[src/rtl/pbrb_pkg.sv]
// Shared types and constants of the packetizing byte ring buffer.
package pbrb_pkg;

    localparam int QUEUE_SLOTS_DEF = 16;
    localparam int MAX_PACKET_DEF  = 64;
    localparam int BYTE_W          = 8;
    localparam int LEN_W           = 7;
    localparam int COUNT_W         = 32;
    localparam int SLOT_MAX_W      = 8;
    localparam int PKT_SIZE_RESET  = 64;
    localparam int CMDQ_DEPTH      = 2;
    localparam int OUT_DEPTH       = 4;

    typedef enum logic [1:0] {
        REQ_APPEND   = 2'd0,
        REQ_READ     = 2'd1,
        REQ_MARK_END = 2'd2,
        REQ_RESTART  = 2'd3
    } t_req_type;

    typedef enum logic {
        BK_IDLE,
        BK_RUN
    } t_back_state;

    // One read transaction as the front hands it to the back.
    typedef struct packed {
        logic [SLOT_MAX_W-1:0] slot;
        logic [LEN_W-1:0]      count;
        logic [LEN_W-1:0]      len;
        logic [COUNT_W-1:0]    read_count;
        logic                  done;
    } t_cmd;

    typedef struct packed {
        logic [BYTE_W-1:0]  out_byte;
        logic               byte_valid;
        logic               last_of_run;
        logic [LEN_W-1:0]   reported_length;
        logic [COUNT_W-1:0] read_count;
        logic               stream_done;
    } t_result;

endpackage

[src/rtl/pbrb_cmd_queue.sv]
// Short queue of read transactions between the front and the back.
module pbrb_cmd_queue (
    input  logic           i_clk,
    input  logic           i_rst_n,
    input  logic           i_push,
    input  pbrb_pkg::t_cmd i_cmd,
    output logic           o_full,
    input  logic           i_pop,
    output pbrb_pkg::t_cmd o_cmd,
    output logic           o_empty
);

    localparam int DEPTH = pbrb_pkg::CMDQ_DEPTH;
    localparam int PTR_W = $clog2(DEPTH);
    localparam int CNT_W = $clog2(DEPTH + 1);

    pbrb_pkg::t_cmd   r_q [DEPTH];
    logic [PTR_W-1:0] r_wp, r_rp;
    logic [CNT_W-1:0] r_cnt;
    logic             do_push, do_pop;

    assign o_full  = (r_cnt == CNT_W'(DEPTH));
    assign o_empty = (r_cnt == '0);
    assign do_push = i_push && !o_full;
    assign do_pop  = i_pop && !o_empty;
    assign o_cmd   = r_q[r_rp];

    always_ff @(posedge i_clk) begin
        if (!i_rst_n) begin
            r_wp  <= '0;
            r_rp  <= '0;
            r_cnt <= '0;
        end else begin
            if (do_push) begin
                r_wp <= (r_wp == PTR_W'(DEPTH - 1)) ? '0 : r_wp + 1'b1;
            end
            if (do_pop) begin
                r_rp <= (r_rp == PTR_W'(DEPTH - 1)) ? '0 : r_rp + 1'b1;
            end
            r_cnt <= r_cnt + CNT_W'(do_push) - CNT_W'(do_pop);
        end
    end

    always_ff @(posedge i_clk) begin
        if (do_push) begin
            r_q[r_wp] <= i_cmd;
        end
    end

endmodule

[config.mk]
export PLATFORM = sky130hd
export DESIGN_NAME = pbrb_cmd_queue
export DESIGN_NICKNAME = d
export VERILOG_FILES = /design/src/rtl/pbrb_pkg.sv /design/src/rtl/pbrb_cmd_queue.sv
export SDC_FILE = /design/constraint.sdc
export NUM_CORES = 1
export LEC_CHECK = 0
export ABC_AREA = 1
export BUFFER_PORTS_ARGS = -buffer_cell sky130_fd_sc_hd__buf_2
export CAP_MARGIN = 10
export CORE_UTILIZATION = 45
export CTS_CLUSTER_SIZE = 24
export DETAILED_ROUTE_END_ITERATION = 8
export PLACE_DENSITY = 0.8
export SLEW_MARGIN = 20
export SYNTH_ARGS = -nofsm -noshare
export SYNTH_HDL_FRONTEND = slang
export SYNTH_SLANG_ARGS = --single-unit
export TNS_END_PERCENT = 1
[constraint.sdc]
create_clock -name i_clk -period 3.9 [get_ports i_clk]
set_input_delay 0.78 -clock i_clk [delete_from_list [all_inputs] [get_ports i_clk]]
set_output_delay 0.78 -clock i_clk [all_outputs]
set_load 0.05 [all_outputs]
==> impl_metrics.py <==
metrics = {
    "clock_tree": {
        "cts_sinks": 115,
        "root_buffer": "clkbuf_8",
        "clk_latency_ns": 0.50,
        "cts_tree": "done",
        "ctsHoldBuffers": 0,
        "cts_resized": 0,
        "h-tree-depth": 4,
        "cts-buffers-inserted": 17,
        "clk_pin_slew_ns": 0.05,
        "clockBufferDepth": 2,
        "post_cts_buffers": 0,
    },
    "job": {
        "max-cap-violations": 0,
    },
    "finish": {
        "mostFrequentLayoutCell": "buf_2",
        "post-route-cell-area_um2": 5709,
        "layout_common_cells": "buf_2, edfxtp_1, mux2_4",
        "antenna_cells": 0,
        "syn_to_final_growth_pct": 27.74,
        "drive_gt1_share_pct": 57.22,
        "instances_no_fill": 486,
        "final_nets": 401,
    },
    "timing": {
        "grt_setup_unrepaired": "false",
        "clock_skew_ns": 0.006505,
        "max_freq_mhz": 339.6,
        "relSlewSlack_pct": 32.89,
        "post-route-min-period_ns": 2.945,
        "hold_violations": 0,
        "fin_crit_sh_pct": 75.50,
        "finalSetupTns_ns": 0,
        "tightest_slew_ns": 1.007,
        "final-max-slew-violation-count": 0,
        "final-setup-viol-count": 0,
    },
    "placed_design": {
        "placedCellCount": 454,
        "place_congestion": 0.6484,
        "dp_hpwl_um": 4578,
        "placed_area_um2": 5146,
        "port_buffers": 115,
    },
    "power_and_ir_drop": {
        "ir_drop_mv": 0.3775,
        "intPower_uw": 2993,
        "power.leakage_uw": 0.002303,
        "p_sw_share_pct": 34.25,
        "seqPwrFrac_pct": 37.6,
        "finalPower_uw": 4552,
        "pwr_density_cell_nw_per_um2": 797.3,
        "clkPwrFrac_pct": 31.8,
        "pwr-share-comb_pct": 30.6,
        "power.switching_uw": 1559,
    },
    "setup_path": {
        "cp-end-kind": "primary output",
        "crit_required_ns": 3.12,
        "setup.worst_path.start_class": "register",
        "slowest_stage": "dfxtp_4",
        "arrival_ns": 2.16,
        "worst-path-max-fanout": 55,
        "cp_top_family": "flip-flops",
        "cp_num_buf_inv": 1,
        "path_class": "reg -> out",
        "cp_slowest_stage_delay_ns": 1.02,
        "r2r_setup_slack_ns": 1.95,
        "cp_cell_sequence": "mux2_2 -> buf_2",
    },
    "grt": {
        "antenna_found_initial": 0,
        "grt_usage_pct": 14.70,
        "overflow": 0,
        "grt_max_degree": 56,
        "grt_first_pass_wirelength_um": 10560,
        "first_global_vias": 2217,
    },
    "synth": {
        "synth_nets": 270,
        "synth_cell_types": 12,
        "synth_area_um2": 4469,
        "ys_warn_count": 0,
        "syn_inst": 209,
        "seq_area_frac_synth_pct": 76.15,
        "avgSynthCellArea_um2": 21.38,
        "synth-seq-cells": 115,
        "netlist.area_leader.share_pct": 73.91,
        "synth_area_leaders": "edfxtp_1, mux2_4, buf_12, dfxtp_1, mux2_2",
        "synth_top_area_cell": "edfxtp_1",
    },
    "floorplanning": {
        "die_x_um": 101.7,
        "initial_core_util_pct": 46.15,
        "ios": 116,
        "design.core.area_um2": 9684,
        "row_count": 36,
        "die_y_um": 101.7,
        "die_area_um2": 10330,
    },
    "detailed_routing": {
        "drtIter0Drc": 85,
        "routedWlPerCell_um": 14.75,
        "via_per_inst": 4.630,
        "drt-total-wl_um": 7167,
        "drc_errors": 0,
        "firstDrtPassIters": 4,
        "num_vias": 2250,
        "ant_nets": 0,
    },
    "status": {
        "status": "finished, final reports clean",
    },
    "min_path": {
        "hold_path.class": "in -> reg",
    },
}
==> logic make-up after synthesis <==
logic type / share of synthesized area [%]
AOI/OAI and AO/OA: 0.2240
adders and majority gates: 0.5598
buffers and inverters: 3.247
DFF: 76.15
muxes: 18.06
and+or+nand+nor: 1.764
==> layout make-up <==
type                    instances  area (um^2)
fillers                       725         3975
flip-flops and latches        115         3407
multi-input cells              79        928.4
repair buffers                118        610.6
clock buffers                  19        421.7
well taps                     133        166.4
clock inverters                13        141.4
inverters                       9        33.78
==> power by group through the flow <==
stage          registers [uW]  logic [uW]  clock network (uW)
2_1_floorplan            1640        1270                   0
3_3_place_gp             1730        1390                   0
3_5_place_dp             1740        1410                   0
4_1_cts                  1720        1410                1480
5_1_grt                  1730        1470                1530
6_report                 1710        1390                1450
==> worst paths after layout <==
path	start	end	cells after the start
setup / recovery	register	o_cmd[41]	2
hold / removal	i_cmd[5]	r_q[0][5]	1
setup reg to reg	r_cnt[0]	r_q[0][32]	5
hold reg to reg	r_rp	r_rp	2
==> cell usage after synthesis <==
| master | number |
|---|---|
| nor2_1 | 8 |
| mux2_4 | 50 |
| buf_6 | 1 |
| nand2_1 | 9 |
| edfxtp_1 | 110 |
| inv_1 | 9 |
| mux2_2 | 5 |
| buf_12 | 5 |
| nand3_1 | 3 |
| dfxtp_1 | 5 |
| a21oi_1 | 2 |
| ha_1 | 2 |
==> routing by layer <==
metal	global-route usage, %	part of all wire [%]	vias to the layer above
met5	0	0	-
met4	7.358	1.5	0
met3	6.349	6.5	10
met2	24.95	51	78
met1	15.65	41	1094
li1	-	-	1068
==> stage by stage <==
stage | setup WS (ns) | hold WS (ns) | utilization, %
after floorplan | 0.2797 | 0.4675 | -
after global placement | 1.427 | 0.4839 | 53.14
after detailed placement | 1.435 | 0.5015 | 53.14
after CTS | 0.8904 | 0.4448 | 58.95
after global routing | 0.8316 | 0.4383 | 58.95
final | 0.9554 | 0.4669 | 58.95
==> flip-flops by register name (all words and copies together) (netlist names), named ones only <==
register  cells
r_rp          1
r_wp          1
r_q         110
r_cnt         2
No activity file was read; power rests on OpenSTA's default activity.
