### src/rtl/pbrb_pkg.sv
// Shared types and constants of the packetizing byte ring buffer.
package pbrb_pkg;

    localparam int QUEUE_SLOTS_DEF = 16;
    localparam int MAX_PACKET_DEF  = 64;
    localparam int BYTE_W          = 8;
    localparam int LEN_W           = 7;
    localparam int COUNT_W         = 32;
    localparam int SLOT_MAX_W      = 8;
    localparam int PKT_SIZE_RESET  = 64;
    localparam int CMDQ_DEPTH      = 2;
    localparam int OUT_DEPTH       = 4;

    typedef enum logic [1:0] {
        REQ_APPEND   = 2'd0,
        REQ_READ     = 2'd1,
        REQ_MARK_END = 2'd2,
        REQ_RESTART  = 2'd3
    } t_req_type;

    typedef enum logic {
        BK_IDLE,
        BK_RUN
    } t_back_state;

    // One read transaction as the front hands it to the back.
    typedef struct packed {
        logic [SLOT_MAX_W-1:0] slot;
        logic [LEN_W-1:0]      count;
        logic [LEN_W-1:0]      len;
        logic [COUNT_W-1:0]    read_count;
        logic                  done;
    } t_cmd;

    typedef struct packed {
        logic [BYTE_W-1:0]  out_byte;
        logic               byte_valid;
        logic               last_of_run;
        logic [LEN_W-1:0]   reported_length;
        logic [COUNT_W-1:0] read_count;
        logic               stream_done;
    } t_result;

endpackage

### src/rtl/pbrb_front.sv
// Front part: input holding stage, ring pointers, store writes and read classification.
module pbrb_front #(
    parameter int QUEUE_SLOTS = pbrb_pkg::QUEUE_SLOTS_DEF,
    parameter int MAX_PACKET  = pbrb_pkg::MAX_PACKET_DEF,
    parameter int ADDR_W      = $clog2(QUEUE_SLOTS * MAX_PACKET)
) (
    input  logic                         i_clk,
    input  logic                         i_rst_n,
    input  logic                         i_push,
    output logic                         o_full,
    input  logic [1:0]                   i_req_type,
    input  logic [pbrb_pkg::BYTE_W-1:0]  i_data_byte,
    input  logic                         i_end_flag,
    input  logic [pbrb_pkg::LEN_W-1:0]   i_read_limit,
    input  logic                         i_cfg_we,
    input  logic [pbrb_pkg::LEN_W-1:0]   i_cfg_wdata,
    input  logic                         i_back_busy,
    input  logic                         i_cmdq_full,
    output logic                         o_cmd_push,
    output pbrb_pkg::t_cmd               o_cmd,
    output logic                         o_ram_we,
    output logic [ADDR_W-1:0]            o_ram_waddr,
    output logic [pbrb_pkg::BYTE_W-1:0]  o_ram_wdata
);

    localparam int SLOT_W = $clog2(QUEUE_SLOTS);
    localparam int LEN_W  = pbrb_pkg::LEN_W;
    localparam int CNT_W  = pbrb_pkg::COUNT_W;

    logic                        r_in_valid, n_in_valid;
    pbrb_pkg::t_req_type         r_req;
    logic [pbrb_pkg::BYTE_W-1:0] r_data;
    logic                        r_end;
    logic [LEN_W-1:0]            r_limit;

    logic [SLOT_W-1:0] r_ws, n_ws;
    logic [SLOT_W-1:0] r_rs, n_rs;
    logic [LEN_W-1:0]  r_fill, n_fill;
    logic [CNT_W-1:0]  r_pr, n_pr;
    logic              r_end_seen, n_end_seen;
    logic [LEN_W-1:0]  r_packet_size;

    logic [LEN_W-1:0]  eff_size;
    logic [SLOT_W-1:0] ws_next, rs_next;
    logic [LEN_W-1:0]  fill_inc;
    logic              advance, go, accept;

    always_comb begin
        if (r_packet_size == '0) begin
            eff_size = LEN_W'(1);
        end else if (r_packet_size > LEN_W'(MAX_PACKET)) begin
            eff_size = LEN_W'(MAX_PACKET);
        end else begin
            eff_size = r_packet_size;
        end
    end

    assign ws_next  = (r_ws == SLOT_W'(QUEUE_SLOTS - 1)) ? '0 : r_ws + 1'b1;
    assign rs_next  = (r_rs == SLOT_W'(QUEUE_SLOTS - 1)) ? '0 : r_rs + 1'b1;
    assign fill_inc = r_fill + 1'b1;

    // Appends wait while a read is queued or still fetching from the store; reads wait while the command queue is full.
    always_comb begin
        case (r_req)
            pbrb_pkg::REQ_READ:   advance = !i_cmdq_full;
            pbrb_pkg::REQ_APPEND: advance = !i_back_busy;
            default:              advance = 1'b1;
        endcase
    end

    assign go         = r_in_valid && advance;
    assign o_full     = r_in_valid && !advance;
    assign accept     = i_push && !o_full;
    assign n_in_valid = accept || (r_in_valid && !go);

    always_comb begin
        n_ws        = r_ws;
        n_rs        = r_rs;
        n_fill      = r_fill;
        n_pr        = r_pr;
        n_end_seen  = r_end_seen;
        o_ram_we    = 1'b0;
        o_ram_waddr = ADDR_W'(r_ws) * ADDR_W'(MAX_PACKET) + ADDR_W'(r_fill);
        o_ram_wdata = r_data;
        o_cmd_push  = 1'b0;
        o_cmd       = '0;
        if (go) begin
            case (r_req)
                pbrb_pkg::REQ_APPEND: begin
                    if (!r_end_seen) begin
                        n_end_seen = r_end;
                        if (r_rs != ws_next) begin
                            o_ram_we = 1'b1;
                            if (fill_inc >= eff_size) begin
                                n_ws   = ws_next;
                                n_fill = '0;
                            end else begin
                                n_fill = fill_inc;
                            end
                        end
                    end
                end
                pbrb_pkg::REQ_READ: begin
                    o_cmd_push       = 1'b1;
                    o_cmd.slot       = pbrb_pkg::SLOT_MAX_W'(r_rs);
                    o_cmd.read_count = r_pr;
                    o_cmd.done       = r_end_seen;
                    if (r_limit == '0) begin
                        o_cmd.count = '0;
                        o_cmd.len   = '0;
                    end else if (r_rs != r_ws) begin
                        o_cmd.count      = (r_limit < eff_size) ? r_limit : eff_size;
                        o_cmd.len        = eff_size;
                        o_cmd.read_count = r_pr + 1'b1;
                        n_rs             = rs_next;
                        n_pr             = r_pr + 1'b1;
                    end else if (r_end_seen) begin
                        // Flush of the partial packet at end of stream.
                        o_cmd.count      = (r_limit < r_fill) ? r_limit : r_fill;
                        o_cmd.len        = r_fill;
                        o_cmd.read_count = r_pr + 1'b1;
                        n_fill           = '0;
                        n_pr             = r_pr + 1'b1;
                    end else begin
                        o_cmd.count = '0;
                        o_cmd.len   = '0;
                    end
                end
                pbrb_pkg::REQ_MARK_END: begin
                    n_end_seen = 1'b1;
                end
                pbrb_pkg::REQ_RESTART: begin
                    n_ws       = '0;
                    n_rs       = '0;
                    n_fill     = '0;
                    n_pr       = '0;
                    n_end_seen = 1'b0;
                end
                default: begin
                    n_end_seen = r_end_seen;
                end
            endcase
        end
    end

    always_ff @(posedge i_clk) begin
        if (!i_rst_n) begin
            r_in_valid    <= 1'b0;
            r_ws          <= '0;
            r_rs          <= '0;
            r_fill        <= '0;
            r_pr          <= '0;
            r_end_seen    <= 1'b0;
            r_packet_size <= LEN_W'(pbrb_pkg::PKT_SIZE_RESET);
        end else begin
            r_in_valid <= n_in_valid;
            r_ws       <= n_ws;
            r_rs       <= n_rs;
            r_fill     <= n_fill;
            r_pr       <= n_pr;
            r_end_seen <= n_end_seen;
            if (i_cfg_we) begin
                r_packet_size <= i_cfg_wdata;
            end
        end
    end

    always_ff @(posedge i_clk) begin
        if (accept) begin
            r_req   <= pbrb_pkg::t_req_type'(i_req_type);
            r_data  <= i_data_byte;
            r_end   <= i_end_flag;
            r_limit <= i_read_limit;
        end
    end

endmodule

### config.mk
export PLATFORM = sky130hd
export DESIGN_NAME = pbrb_front
export DESIGN_NICKNAME = d
export VERILOG_FILES = /design/src/rtl/pbrb_pkg.sv /design/src/rtl/pbrb_front.sv
export SDC_FILE = /design/constraint.sdc
export NUM_CORES = 1
export LEC_CHECK = 0
export BUFFER_PORTS_ARGS = -buffer_cell sky130_fd_sc_hd__buf_2
export CELL_PAD_IN_SITES_DETAIL_PLACEMENT = 0
export CELL_PAD_IN_SITES_GLOBAL_PLACEMENT = 1
export CORE_MARGIN = 5
export CORE_UTILIZATION = 41
export CTS_CLUSTER_DIAMETER = 30
export DETAILED_ROUTE_END_ITERATION = 16
export PLACE_DENSITY_LB_ADDON = 0.1
export RECOVER_POWER = 50
export SYNTH_ARGS = -nofsm -noshare
export SYNTH_HDL_FRONTEND = slang
export SYNTH_SLANG_ARGS = --single-unit
### constraint.sdc
create_clock -name i_clk -period 3.7 [get_ports i_clk]
set_input_delay 0.185 -clock i_clk [delete_from_list [all_inputs] [get_ports i_clk]]
set_output_delay 0.185 -clock i_clk [all_outputs]
set_load 0.05 [all_outputs]
==> results.md <==
* Status: completed
* Starting Density at 0.419
* Largest net degree at the start of global routing at 37
* RSZ-0062 raised after global routing: no
* Post-synthesis sequential area ratio at 0.315
* Global-route wire length before repair at between 20,000 and 25,000 um
* Sequential Power Share at 0.422
* Hold WC Path Type: primary input to flip-flop
* Avg Inst Size Synth at around 8 um2
* Design Area, Final at roughly 0.006 mm2
* Routed vias at between 5,000 and 6,000
* GRT Residual Overflow at 0
* Synth area leaders: dfxtp_1, edfxtp_1, ha_1
* Core area at ~0.013 mm2
* Worst-path maximum fanout at 8
* P&R area growth vs syn at 16.9%
* P_int at around 1.5 mW
* Max incr delay on CP at about 0.67 ns
* Crit-path cells: inv_1, nand2_1, ha_1, or3_1, nor3_1, o31ai_2, mux2_2, o22ai_1, buf_2
* Final Hold Fails at 0
* Tot GR Track Use at 0.203
* Top_reg_cell synth: dfxtp_1
* Vias in the first global route at 4,840
* Final WS setup at ~0.45 ns
* Final TNS setup at 0 ns
* DP Area at between 0.005 and 0.006 mm2
* WHS at roughly 0.0076 ns
* Largest area contributor in the netlist: dfxtp_1
* Tot Pwr at just over 2 mW
* Final Slew Violations at 0
* Clock root cell: clkbuf_16
* Clock power share at 0.469
* Post-cts resize count at 0
* Yosys cell types at 64
* Max clock buf depth at 2
* Worst slack, placed at around 0.73 ns
* Final setup fails at 0
* Final cycle utilization of the critical path at 0.877
* VDD IR-drop max at 0.231 mV
* Vias per inst at roughly 5.5
* Worst-Margin Slew at slightly above 1 ns
* Row Count at about 40
* 1st-iter DRT viols at between 200 and 300
* YS warnings at 0
* Largest delay contributor family on the critical path: compound AO/OA/AOI/OAI gates
* CTS tree: done
* Routed Antenna Nets at 0
* Initial antenna violation count at 0
* Worst path slowest cell: o31ai_2
* CTS buffer count at 9
* Comb power frac at 0.108
* Critical path type: flip-flop to primary output
* Die height at 123 um
* EDFF count, synth at 18
* Critical path endpoint category: primary output
* Fin util at 0.489
* Input/output buffers at 102
* Mapped Area at 0.00528 mm2
* H-tree Lvls at 3
* CTS sink cnt at 74
* Layout cell share with drive strength beyond 1 at 0.153
* Sw Ratio at 0.263
* Gpl congestion at 0.825
* Switch Pwr at 543 uW
* Max cap viols at 0
* Post-synth ARST share at 0
* Critical Path RT at approximately 3.5 ns
* Worst path depth at 9
* DRC at 0
* Top-Level Pins at between 100 and 150
* Seq cells post-synth at between 70 and 80
* Die area at between 0.015 and 0.02 mm2
* Post-route minimum period at between 3 and 4 ns
* Relative slew margins at 0.320
* Clock Latency Late Sink at ~0.35 ns
* PwrDens at 334 mW/mm2
* DP HPWL at between 10,000 and 15,000 um
* Area share of the largest cell type after synthesis at 0.212
* # nets final at around 800
* Critical path launch point type: flip-flop
* WL final at between 15,000 and 20,000 um
* WL per Instance at 16.5 um
* Commonest cells post-synth: nor2_1, nand2_1, dfxtp_1, o21ai_0, a21oi_1
* Hold depth at 1
* Clock Pin Slew Worst Setup and Hold Paths at 0.06 ns
* Most frequent cell after synthesis: nor2_1
* Setup Skew at 0.00570 ns
* Ant. Diodes at 0
* Mapped Cells at about 660
* Worst Path Buf+Inv at 2
* CP arrival at between 3 and 4 ns
* First-pass DRT Iterations at 4
* R2r worst-path depth at 12
* Cells after DPL at 901
* Die Width at between 100 and 150 um
* Finished Layout Cells at ~900
* FMAX at a little over 0.3 GHz
* Leak Pwr at roughly 2.3 nW
kinds of logic after synthesis:
| family | Yosys count | share of synthesized area |
|---|---|---|
| and+or+nand+nor | 256 | 0.237 |
| buffers and inverters | 70 | 0.0652 |
| adders and majority gates | 25 | 0.0592 |
| xor gates and xnor gates | 41 | 0.0708 |
| DFF | 74 | 0.315 |
| muxes | 25 | 0.0483 |
| other | 1 | 0.000710 |
| AOI/OAI and AO/OA | 171 | 0.204 |
layout by cell type, fill, tap and decap left out, types with 8 or more instances in the layout:
cell type,count
nor3_1,22
clkbuf_16,9
xor2_1,13
clkbuf_1,28
edfxtp_1,18
ha_1,25
or3_1,8
a21o_1,9
nand3_1,25
inv_1,19
a31oi_1,20
o21ai_0,49
nor2_1,70
a21oi_1,35
and2_1,10
a211oi_1,13
buf_4,8
xnor2_1,27
mux2i_1,21
nand2_1,66
nand4_1,13
dfxtp_1,56
buf_2,77
flip-flops by register name (all words and copies together), names as in the netlist, 2 cells and up:
name and count:
r_fill 7, r_packet_size 7, o_ram_wdata 8, r_ws 4, r_pr 32, r_limit 7, r_req 2, r_rs 4
layout make-up:
class                           instances  area [um2]
Timing Repair Buffer                  119         611
Fill cell                            1296        6450
Inverter                               20        75.1
Tap cell                              172         215
Clock inverter                          7         103
Clock buffer                            9         225
Sequential cell                        74        1660
Multi-Input combinational cell        522        3280
per-layer routing:
metal  routed length [um]  GRT usage  vias to the layer above
met3                  597     0.0407                       17
met4                  189     0.0602                        0
li1                     -          -                     2569
met5                    0          0                        -
met1                 6880      0.258                     2386
met2                 7590      0.349                      110
final timing paths:
check / start / slack [ns] / end
setup / recovery: r_packet_size[6] / 0.45 / o_cmd[44]
hold / removal: i_data_byte[4] / 0.008 / o_ram_wdata[4]
setup reg to reg: r_fill[0] / 0.68 / r_fill[4]
hold reg to reg: r_fill[5] / 0.48 / r_fill[5]
power groups by stage:
stage | Sequential, mW | Clock, mW | Combinational (mW)
floorplan | 0.899 | 0 | 0.148
global placement | 0.888 | 0 | 0.219
detailed placement | 0.888 | 0 | 0.221
CTS | 0.870 | 0.986 | 0.222
global route | 0.873 | 1.03 | 0.247
finish | 0.871 | 0.968 | 0.223
timing repair:
action,4_1_cts,5_1_grt
endpoints found under the hold margin,0,6
setup buffers,0,0
hold buffers,0,6
No activity file was read; power rests on OpenSTA's default activity.
