`src/rtl/pbrb_pkg.sv`:
```
// Shared types and constants of the packetizing byte ring buffer.
package pbrb_pkg;

    localparam int QUEUE_SLOTS_DEF = 16;
    localparam int MAX_PACKET_DEF  = 64;
    localparam int BYTE_W          = 8;
    localparam int LEN_W           = 7;
    localparam int COUNT_W         = 32;
    localparam int SLOT_MAX_W      = 8;
    localparam int PKT_SIZE_RESET  = 64;
    localparam int CMDQ_DEPTH      = 2;
    localparam int OUT_DEPTH       = 4;

    typedef enum logic [1:0] {
        REQ_APPEND   = 2'd0,
        REQ_READ     = 2'd1,
        REQ_MARK_END = 2'd2,
        REQ_RESTART  = 2'd3
    } t_req_type;

    typedef enum logic {
        BK_IDLE,
        BK_RUN
    } t_back_state;

    // One read transaction as the front hands it to the back.
    typedef struct packed {
        logic [SLOT_MAX_W-1:0] slot;
        logic [LEN_W-1:0]      count;
        logic [LEN_W-1:0]      len;
        logic [COUNT_W-1:0]    read_count;
        logic                  done;
    } t_cmd;

    typedef struct packed {
        logic [BYTE_W-1:0]  out_byte;
        logic               byte_valid;
        logic               last_of_run;
        logic [LEN_W-1:0]   reported_length;
        logic [COUNT_W-1:0] read_count;
        logic               stream_done;
    } t_result;

endpackage

```
`src/rtl/pbrb_back.sv`:
```
// Back part: streams each read transaction from the store into the result queue.
module pbrb_back #(
    parameter int QUEUE_SLOTS = pbrb_pkg::QUEUE_SLOTS_DEF,
    parameter int MAX_PACKET  = pbrb_pkg::MAX_PACKET_DEF,
    parameter int ADDR_W      = $clog2(QUEUE_SLOTS * MAX_PACKET)
) (
    input  logic                        i_clk,
    input  logic                        i_rst_n,
    input  logic                        i_cmd_empty,
    input  pbrb_pkg::t_cmd              i_cmd,
    output logic                        o_cmd_pop,
    output logic                        o_ram_re,
    output logic [ADDR_W-1:0]           o_ram_raddr,
    input  logic [pbrb_pkg::BYTE_W-1:0] i_ram_rdata,
    input  logic                        i_pop,
    output logic                        o_empty,
    output pbrb_pkg::t_result           o_result,
    output logic                        o_busy
);

    localparam int SLOT_W = $clog2(QUEUE_SLOTS);
    localparam int LEN_W  = pbrb_pkg::LEN_W;
    localparam int DEPTH  = pbrb_pkg::OUT_DEPTH;
    localparam int PTR_W  = $clog2(DEPTH);
    localparam int CNT_W  = $clog2(DEPTH + 1);

    pbrb_pkg::t_back_state r_state, n_state;
    pbrb_pkg::t_cmd        r_cur;
    logic [LEN_W-1:0]      r_idx;

    logic                  r_iss_valid;
    pbrb_pkg::t_result     r_iss;

    pbrb_pkg::t_result     r_q [DEPTH];
    logic [PTR_W-1:0]      r_wp, r_rp;
    logic [CNT_W-1:0]      r_cnt;

    logic                  space, issue, last_issue, do_pop;
    logic [LEN_W-1:0]      idx_inc;
    pbrb_pkg::t_result     push_entry;

    assign idx_inc    = r_idx + 1'b1;
    assign last_issue = (r_cur.count == '0) || (idx_inc >= r_cur.count);
    assign space      = (r_cnt + CNT_W'(r_iss_valid)) < CNT_W'(DEPTH);

    always_comb begin
        n_state = r_state;
        case (r_state)
            pbrb_pkg::BK_IDLE: if (!i_cmd_empty) n_state = pbrb_pkg::BK_RUN;
            pbrb_pkg::BK_RUN:  if (space && last_issue) n_state = pbrb_pkg::BK_IDLE;
            default:           n_state = pbrb_pkg::BK_IDLE;
        endcase
    end

    always_comb begin
        o_cmd_pop = 1'b0;
        issue     = 1'b0;
        case (r_state)
            pbrb_pkg::BK_IDLE: o_cmd_pop = !i_cmd_empty;
            pbrb_pkg::BK_RUN:  issue     = space;
            default:           issue     = 1'b0;
        endcase
    end

    assign o_ram_re    = issue && (r_cur.count != '0);
    assign o_ram_raddr = ADDR_W'(r_cur.slot[SLOT_W-1:0]) * ADDR_W'(MAX_PACKET)
                         + ADDR_W'(r_idx);
    assign o_busy      = (r_state == pbrb_pkg::BK_RUN) || !i_cmd_empty;

    always_comb begin
        push_entry          = r_iss;
        push_entry.out_byte = r_iss.byte_valid ? i_ram_rdata : '0;
    end

    assign do_pop   = i_pop && (r_cnt != '0);
    assign o_empty  = (r_cnt == '0);
    assign o_result = r_q[r_rp];

    always_ff @(posedge i_clk) begin
        if (!i_rst_n) begin
            r_state     <= pbrb_pkg::BK_IDLE;
            r_iss_valid <= 1'b0;
            r_wp        <= '0;
            r_rp        <= '0;
            r_cnt       <= '0;
        end else begin
            r_state     <= n_state;
            r_iss_valid <= issue;
            if (r_iss_valid) begin
                r_wp <= r_wp + 1'b1;
            end
            if (do_pop) begin
                r_rp <= r_rp + 1'b1;
            end
            r_cnt <= r_cnt + CNT_W'(r_iss_valid) - CNT_W'(do_pop);
        end
    end

    always_ff @(posedge i_clk) begin
        if (o_cmd_pop) begin
            r_cur <= i_cmd;
            r_idx <= '0;
        end else if (issue) begin
            r_idx <= idx_inc;
        end
        if (issue) begin
            r_iss.out_byte        <= '0;
            r_iss.byte_valid      <= (r_cur.count != '0);
            r_iss.last_of_run     <= last_issue;
            r_iss.reported_length <= r_cur.len;
            r_iss.read_count      <= r_cur.read_count;
            r_iss.stream_done     <= r_cur.done;
        end
        if (r_iss_valid) begin
            r_q[r_wp] <= push_entry;
        end
    end

endmodule

```
`config.mk`:
```
export PLATFORM = sky130hd
export DESIGN_NAME = pbrb_back
export DESIGN_NICKNAME = d
export VERILOG_FILES = /design/src/rtl/pbrb_pkg.sv /design/src/rtl/pbrb_back.sv
export SDC_FILE = /design/constraint.sdc
export NUM_CORES = 1
export LEC_CHECK = 0
export ABC_AREA = 1
export ABC_CLOCK_PERIOD_IN_PS = 5100
export BUFFER_PORTS_ARGS = -buffer_cell sky130_fd_sc_hd__clkbuf_2
export CORE_MARGIN = 1.5
export CORE_UTILIZATION = 25
export DETAILED_ROUTE_END_ITERATION = 10
export PLACE_DENSITY_LB_ADDON = 0.15
export RECOVER_POWER = 50
export SKIP_LAST_GASP = 1
export SYNTH_ARGS = -nofsm -noshare
export SYNTH_HDL_FRONTEND = slang
export SYNTH_SLANG_ARGS = --single-unit
```
`constraint.sdc`:
```
create_clock -name i_clk -period 5.1 [get_ports i_clk]
set_clock_uncertainty 0.15 [all_clocks]
set_input_delay 1.02 -clock i_clk [delete_from_list [all_inputs] [get_ports i_clk]]
set_output_delay 1.02 -clock i_clk [all_outputs]
set_load 0.02 [all_outputs]
```
==> impl_metrics.ini, run 1 <==
[min_path]
whs_path_depth = 0
worstHoldStart = r_cur[23]$_DFFE_PP_
hold_class = reg2reg

[critical_path]
r2r_slack_ns = 2.02
worst-r2r-cell-count = 7
worstPathMaxFanout = 79
path_depth = 4
cp_cell_sequence = buf_4, o21ai_0, o22ai_1, clkbuf_2
crit_family = buffers and inverters
start_kind = flop
rr_startpoint = r_state$_SDFF_PN0_
r2r-end = r_idx[5]$_SDFFE_PP0P_
end_kind = primary output
setup.worst_path.end = o_result[49]
slowest_delay_ns = 0.70
cp_slowest_cell = buf_4
critPathArrivalTime_ns = 2.69
timing_worst_setup_path_type = reg2out
worst_ep_required_time_ns = 3.93
path_buf_inv = 2

[power]
intPower_uw = 4900
irDropWorstVdd_uv = 215
power_density_mw_per_mm2 = 506
p_seq_share_pct = 44.8
p_clk_share_pct = 36.4
switching_share_pct = 29.8
p_leak_uw = 0.00492
p_comb_share_pct = 18.8
p_switching_uw = 2080

[floorplan]
rows = 78
dieArea_mm2 = 0.0469
die_w_um = 216
initial_utilization_pct = 25.2
pin_count = 131
dieHeight_um = 216
core_mm2 = 0.0452

[finish]
instances_no_fill = 1518
antenna_cells = 0
drive_gt1_share_pct = 20.3
area.growth.synth_to_final_pct = 21.0
nets = 977
utilization_pct = 30.5

[synthesis]
yosys.area.top_type = edfxtp_1
ys.flop_type = edfxtp_1
yosysMostFrequentCell = edfxtp_1
synth_area_mm2 = 0.0114
synth_fp_nets = 840
synth_edf_count = 293
yosysSeqAreaShare_pct = 80.4
ys.warnings.count = 0
syn_avg_cell_area_um2 = 15.1
ys_types = 23
synthTopCellsByArea = edfxtp_1 (77%), o21ai_0 (4.0%), nor2_1 (4.0%)
ys_ff_latch = 311
synth_commonest_cells = edfxtp_1 (293), nor2_1 (120), o21ai_0 (92), o22ai_1 (52), nand2_1 (44)
yosys.area.top_type_share_pct = 77.2
synthArstFlopShare_pct = 0
syn_inst = 755

[detailed_routing]
routedWlPerCell_um = 17.6
vias = 6216
drc = 0
vias_per_cell = 4.09
routed_wl_um = 26700
drtIter0Drc = 334
ant_nets = 0
first_pass_iters = 4

[placed_design]
dp_slack_ns = 1.77
post-dp-hpwl_um = 14600
io_buffers = 126
dp_cells = 1453
place_congestion = 0.677

[timing]
hold_slack_ns = 0.265
hold_viol = 0
period_share_pct = 75.6
rsz0062_at_grt = false
maxSlewViolCount = 54
setup-violations-final = 0
worst_slack_ns = 1.24
fmax_ghz = 0.259
slew_headroom_pct = -20.8
tns_ns = 0
tightestPinTransition_ns = 1.81
min_period_ns = 3.86

[grt]
grt_pass1_wl_um = 39600
grt_pass1_vias = 6293
grt_start_max_net_pins = 88
grt.total_usage_pct = 11.5
grt_antenna_before_repair = 0
gr-total-overflow = 0

[cts]
clkTransAtPathRegs_ns = 0.05
cts_tree = yes
cts_resized = 0
cts_made_buffers = 37
cts_htree_levels = 2
cts_root_buf = clkbuf_16
clkSinkCount = 311
postCtsHoldBufs = 0
postCtsSetupRepairBufs = 0
clkLatencyLatePin_ns = 0.54
clk_path_buf_depth = 3

[status]
violations = max-capacitance violations, max-slew violations
outcome = finished with violations

[job]
drv_cap = 2
[power groups by stage]
stage               Combinational, uW  Sequential [uW]  Clock, uW
floorplan                         896             3130          0
global placement                 1370             3180          0
detailed placement               1360             3190          0
CTS                              1370             3130       2650
global route                     1460             3150       2730
finish                           1310             3130       2540
[cell families after synthesis]
kind of cell,count (synthesis),share of synthesized area (%)
flip-flops,311,80.4
AND/OR/NAND/NOR,172,5.95
AO/OA/AOI/OAI,160,7.60
buffers and inverters,85,3.27
adder cells (fa/ha/maj),18,1.98
XOR/XNOR,9,0.824
[sequential cells by signal (all words and copies together), names as in the netlist, named ones only]
register,cells
r_q,200
r_idx,7
r_cur,51
r_wp,2
r_iss_valid,1
push_entry,42
r_state,1
r_cnt,3
r_rp,2
[stage by stage]
stage          total power (uW)  cell area [um2]
2_1_floorplan              4030            11400
3_3_place_gp               4550            12700
3_5_place_dp               4550            12700
4_1_cts                    7150            13800
5_1_grt                    7350            13800
6_report                   6980            13800
[layout by cell type, fill, tap and decap left out]
cell and count:
nand3_2 2, clkbuf_1 24, o22ai_1 52, xnor2_1 2
nor2_1 120, clkinv_8 1, clkinv_2 3, buf_4 9
a21oi_1 6, inv_1 37, nand2_1 45, xor2_1 5
clkbuf_16 38, ha_1 18, dfxtp_4 1, nand3_1 4
dfxtp_1 16, clkinvlp_4 2, xnor2_2 2, bufinv_16 3
o21ai_1 10, dfxtp_2 1, o21ai_0 92, nand2_4 1
inv_2 7, edfxtp_1 293, inv_4 1, clkinv_1 8
clkbuf_2 115
[routing by layer]
layer / share of wire (%) / global-route usage [%] / vias up
li1: - / - / 3027
met1: 45 / 14.4 / 3020
met2: 49 / 19.3 / 135
met3: 4.6 / 3.02 / 34
met4: 2.0 / 3.73 / 0
met5: 0 / 0 / -
[worst min path at each step]
stage / endpoint / slack [ns]
finish: push_entry[23]$_DFFE_PP_ / 0.26
global route: push_entry[23]$_DFFE_PP_ / 0.27
CTS: push_entry[23]$_DFFE_PP_ / 0.27
detailed placement: push_entry[1]$_DFFE_PP_ / 0.25
global placement: push_entry[19]$_DFFE_PP_ / 0.25
floorplan: push_entry[0]$_DFFE_PP_ / 0.25
[final cells by class]
class / instances / area (um2)
Clock inverter: 16 / 161
Tap cell: 600 / 751
Inverter: 46 / 176
Clock buffer: 49 / 992
Sequential cell: 311 / 9160
Multi-Input combinational cell: 359 / 1860
Fill cell: 4556 / 31400
Timing Repair Buffer: 137 / 692
Power figures use the tool's default switching activity.
==> inputs of run 2 (changes only) <==
- ABC_CLOCK_PERIOD_IN_PS: 5100 -> 4000
- clock period: 5.1 -> 4 ns (I/O delays scaled with it)
==> run 2 against run 1 <==
  * The flow now finishes without violations
  * Register-to-register slack worse by 0.63 ns
  * Clock power is 29% higher
  * Sequential share of layout area is 0.52 points lower
  * Cell area is 0.79% higher
  * Sequential cell count stayed put
  * Power is 28% higher
  * Cell count is 0.40% higher
  * Die area stayed put
  * Setup slack worse by 0.62 ns
  * Combinational power is 29% higher
  * Largest cell class unchanged
  * Largest power group unchanged
==> impl_metrics.ini, run 2 (synthesized netlist as in run 1, its figures left out) <==
[power]
p_switching_uw = 2660
switching_share_pct = 29.7
p_leak_uw = 0.00500
p_seq_share_pct = 44.6
intPower_uw = 6300
irDropWorstVdd_uv = 249
p_clk_share_pct = 36.6
p_comb_share_pct = 18.8
power_density_mw_per_mm2 = 645

[floorplan]
die_w_um = 216
initial_utilization_pct = 25.2
dieArea_mm2 = 0.0469
pin_count = 131
rows = 78
dieHeight_um = 216
core_mm2 = 0.0452

[min_path]
worstHoldStart = r_cur[3]$_DFFE_PP_
whs_path_depth = 0
min_to = push_entry[3]$_DFFE_PP_
hold_class = reg2reg

[cts]
clkLatencyLatePin_ns = 0.53
clk_path_buf_depth = 3
cts_resized = 0
cts_tree = yes
cts_root_buf = clkbuf_16
cts_made_buffers = 37
clkSinkCount = 311
postCtsSetupRepairBufs = 0
clkTransAtPathRegs_ns = 0.06
postCtsHoldBufs = 0
cts_htree_levels = 2

[critical_path]
start_kind = flop
r2r_slack_ns = 1.39
end_kind = primary output
worstPathMaxFanout = 71
rr_startpoint = r_iss_valid$_SDFF_PN0_
r2r-end = push_entry[28]$_DFFE_PP_
worst_ep_required_time_ns = 3.05
critPathArrivalTime_ns = 2.43
timing_worst_setup_path_type = reg2out
worst-r2r-cell-count = 7

[placed_design]
post-dp-hpwl_um = 15300
io_buffers = 126
dp_cells = 1459
place_congestion = 0.681

[detailed_routing]
routedWlPerCell_um = 17.6
routed_wl_um = 26800
first_pass_iters = 4
ant_nets = 0
drc = 0
drtIter0Drc = 243
vias = 6248
vias_per_cell = 4.10

[finish]
antenna_cells = 0
nets = 983
final_cell_mix = edfxtp_1 (293), nor2_1 (120), clkbuf_2 (118), o21ai_0 (92), o22ai_1 (52)
mostFrequentLayoutCell = edfxtp_1
instances_no_fill = 1524
drive_gt1_share_pct = 22.0
regMostFlops = r_q
area.growth.synth_to_final_pct = 22.0
largest_register_ffs = 200

[timing]
maxSlewViolCount = 0
rsz0062_at_grt = false
period_share_pct = 84.4
tns_ns = 0
setup-violations-final = 0
tightestPinTransition_ns = 1.33
hold_viol = 0
fmax_ghz = 0.296
min_period_ns = 3.38
slew_headroom_pct = 11.4

[grt]
grt_start_max_net_pins = 72
grt_antenna_before_repair = 0
grt_pass1_vias = 6354
grt_pass1_wl_um = 40100
grt.total_usage_pct = 11.6
gr-total-overflow = 0

[status]
outcome = complete, no violations

[job]
drv_cap = 0
-- run 2: through the flow --
step	utilization (%)	instance area (um2)	hold slack (ns)	worst slack, ns	power, uW
2_1_floorplan	-	11400	0.250	0.762	5130
3_3_place_gp	28.2	12700	0.252	1.09	5820
3_5_place_dp	28.2	12700	0.255	1.09	5830
4_1_cts	30.8	13900	0.241	0.484	9180
5_1_grt	30.8	13900	0.253	0.389	9450
6_report	30.8	13900	0.265	0.624	8960
-- run 2: worst max-delay path: stages (launching register included) --
cell and delay (ns):
dfxtp_4 0.44, inv_4 0.63, buf_12 0.27, nor2_1 0.06, o22ai_1 0.25, clkbuf_2 0.22
-- run 2: layout make-up --
cell class                 instances  area, um2
fill                            4525      31300
inverter                          46        181
timing repair buffer             143        766
clock inverter                    18        170
tap                              600        751
multi-input combinational        359       1860
sequential                       311       9160
clock buffer                      47       1010
-- run 2: power by group through the flow --
stage | Clock [uW] | Sequential (uW) | Combinational (uW)
after floorplan | 0 | 3990 | 1140
after global placement | 0 | 4060 | 1760
after detailed placement | 0 | 4070 | 1760
after CTS | 3420 | 4000 | 1760
after global routing | 3530 | 4020 | 1890
final | 3280 | 3990 | 1690
-- run 2: worst max path at each step --
stage	startpoint	endpoint	cells past startpoint
2_1_floorplan	i_cmd_empty	o_cmd_pop	1
3_3_place_gp	flop	o_result[10]	5
3_5_place_dp	flop	o_result[41]	5
4_1_cts	flop	o_result[41]	5
5_1_grt	flop	o_result[41]	5
6_report	flop	o_result[10]	5
-- run 2: metal layers --
layer  GRT usage, %  share of wire (%)  up-vias
met4           4.56                2.3        0
met3           2.39                4.0       35
met5              0                  0        -
met2           19.6                 49      121
li1               -                  -     3042
met1           14.7                 44     3050
==> inputs of run 3 (changes only) <==
- ABC_CLOCK_PERIOD_IN_PS: 4000 -> 3000
- clock period: 4 -> 3 ns (I/O delays scaled with it)
==> run 3 against run 2 <==
  * Register-to-register slack got worse by 0.75 ns
  * First-iteration DRC count rose by 15%
  * Setup slack got worse by 0.43 ns
  * Utilization rose by 0.25 points
  * Cell count rose by 0.33%
  * Clock power rose by 35%
  * Combinational power rose by 38%
  * Non-clock buffer count rose by 6
  * Die area did not move
  * Sequential cell count did not move
  * Critical endpoint is now o_result[1]
  * Highest routed layer unchanged
==> impl_metrics.ini, run 3 (synthesized netlist as in run 1, its figures left out) <==
[status]
outcome = complete, no violations

[timing]
worst_slack_ns = 0.192
fmax_ghz = 0.356
setup-violations-final = 0
period_share_pct = 93.6
slew_headroom_pct = 32.1
min_period_ns = 2.81
hold_slack_ns = 0.0898
rsz0062_at_grt = false
hold_viol = 0
tightestPinTransition_ns = 1.02
maxSlewViolCount = 0

[min_path]
whs_path_depth = 1
hold_class = in2reg

[cts]
clk_path_buf_depth = 3
clkTransAtPathRegs_ns = 0.06
cts_htree_levels = 2
cts_root_buf = clkbuf_16
cts_tree = yes
clkSinkCount = 311
clkLatencyLatePin_ns = 0.53
postCtsHoldBufs = 0
cts_made_buffers = 37
postCtsSetupRepairBufs = 0

[critical_path]
critPathArrivalTime_ns = 2.06
path_depth = 5
worst_ep_required_time_ns = 2.25
cp_slowest_cell = dfxtp_4
path_buf_inv = 3
start_kind = flop
r2r_slack_ns = 0.64
r2r-end = r_cur[36]$_DFFE_PP_
timing_worst_setup_path_type = reg2out
end_kind = primary output
crit_family = buffers and inverters
cp_cell_sequence = inv_4, buf_4, o21ai_0, o22ai_1, clkbuf_2
slowest_delay_ns = 0.36
rr_startpoint = r_state$_SDFF_PN0_
worstPathMaxFanout = 30
setup.worst_path.end = o_result[1]
worst-r2r-cell-count = 2

[finish]
area.growth.synth_to_final_pct = 23.0
final_cell_mix = edfxtp_1 (293), nor2_1 (120), clkbuf_2 (118), o21ai_0 (92), o22ai_1 (52)
mostFrequentLayoutCell = edfxtp_1
nets = 989
fin_area_mm2 = 0.0140
largest_register_ffs = 200
drive_gt1_share_pct = 22.3
regMostFlops = r_q
antenna_cells = 0

[power]
irDropWorstVdd_uv = 355
power_density_mw_per_mm2 = 860
p_leak_uw = 0.00503
total_power_uw = 12100

[grt]
gr-total-overflow = 0
grt_start_max_net_pins = 63
grt.total_usage_pct = 11.4
grt_pass1_vias = 6353
grt_pass1_wl_um = 39300
grt_antenna_before_repair = 0

[detailed_routing]
first_pass_iters = 4
vias = 6231
ant_nets = 0
routedWlPerCell_um = 17.3
drc = 0
routed_wl_um = 26500
vias_per_cell = 4.08
drtIter0Drc = 280

[placed_design]
io_buffers = 126
placed_cell_area_mm2 = 0.0128
dp_slack_ns = 0.565
place_congestion = 0.678
post-dp-hpwl_um = 15800

[floorplan]
dieArea_mm2 = 0.0469
die_w_um = 216
core_mm2 = 0.0452
pin_count = 131
dieHeight_um = 216
rows = 78
initial_utilization_pct = 25.2

[job]
drv_cap = 0
-- run 3: layout make-up --
class / instances / area [um2]
clock buffers: 45 / 998
clock inverters: 19 / 193
fillers: 4538 / 31200
inverters: 46 / 184
multi-input cells: 359 / 1860
flip-flops and latches: 311 / 9170
well taps: 600 / 751
repair buffers: 149 / 861
-- run 3: power by group --
| part | internal [uW] | leakage [uW] | switching [uW] |
|---|---|---|---|
| Clock | 2700 | 0.000583 | 1720 |
| Sequential | 5130 | 0.00283 | 177 |
| Combinational | 688 | 0.00162 | 1640 |
-- run 3: how the worst min path moves through the flow --
stage	from	to	slack, ns
final	i_cmd[20]	r_cur[20]$_DFFE_PP_	0.09
after global routing	i_cmd[27]	r_cur[27]$_DFFE_PP_	0.06
after CTS	i_cmd[27]	r_cur[27]$_DFFE_PP_	0.05
after detailed placement	r_cur[5]$_DFFE_PP_	push_entry[5]$_DFFE_PP_	0.25
after global placement	r_cur[6]$_DFFE_PP_	push_entry[6]$_DFFE_PP_	0.25
after floorplan	r_cur[0]$_DFFE_PP_	push_entry[0]$_DFFE_PP_	0.25
-- run 3: stage by stage --
stage / instances / utilization (%) / TNS, ns
3_3_place_gp: 1465 / 28.4 / 0
5_1_grt: 1529 / 31.0 / 0
6_report: 1529 / 31.0 / 0
3_5_place_dp: 1465 / 28.4 / 0
4_1_cts: 1529 / 31.1 / -0.0156
2_1_floorplan: 755 / - / 0
-- run 3: timing repair --
| action | CTS | global route |
|---|---|---|
| hold endpoints to repair | 0 | 0 |
| gates resized for setup | 1 | 1 |
| endpoints found under the setup margin | 5 | 1 |
-- run 3: routing by layer --
metal  part of all wire (%)  global-route usage (%)
met5                      0                       0
met4                    2.6                    4.54
met3                    3.6                    2.33
met2                     48                    18.7
met1                     46                    14.6
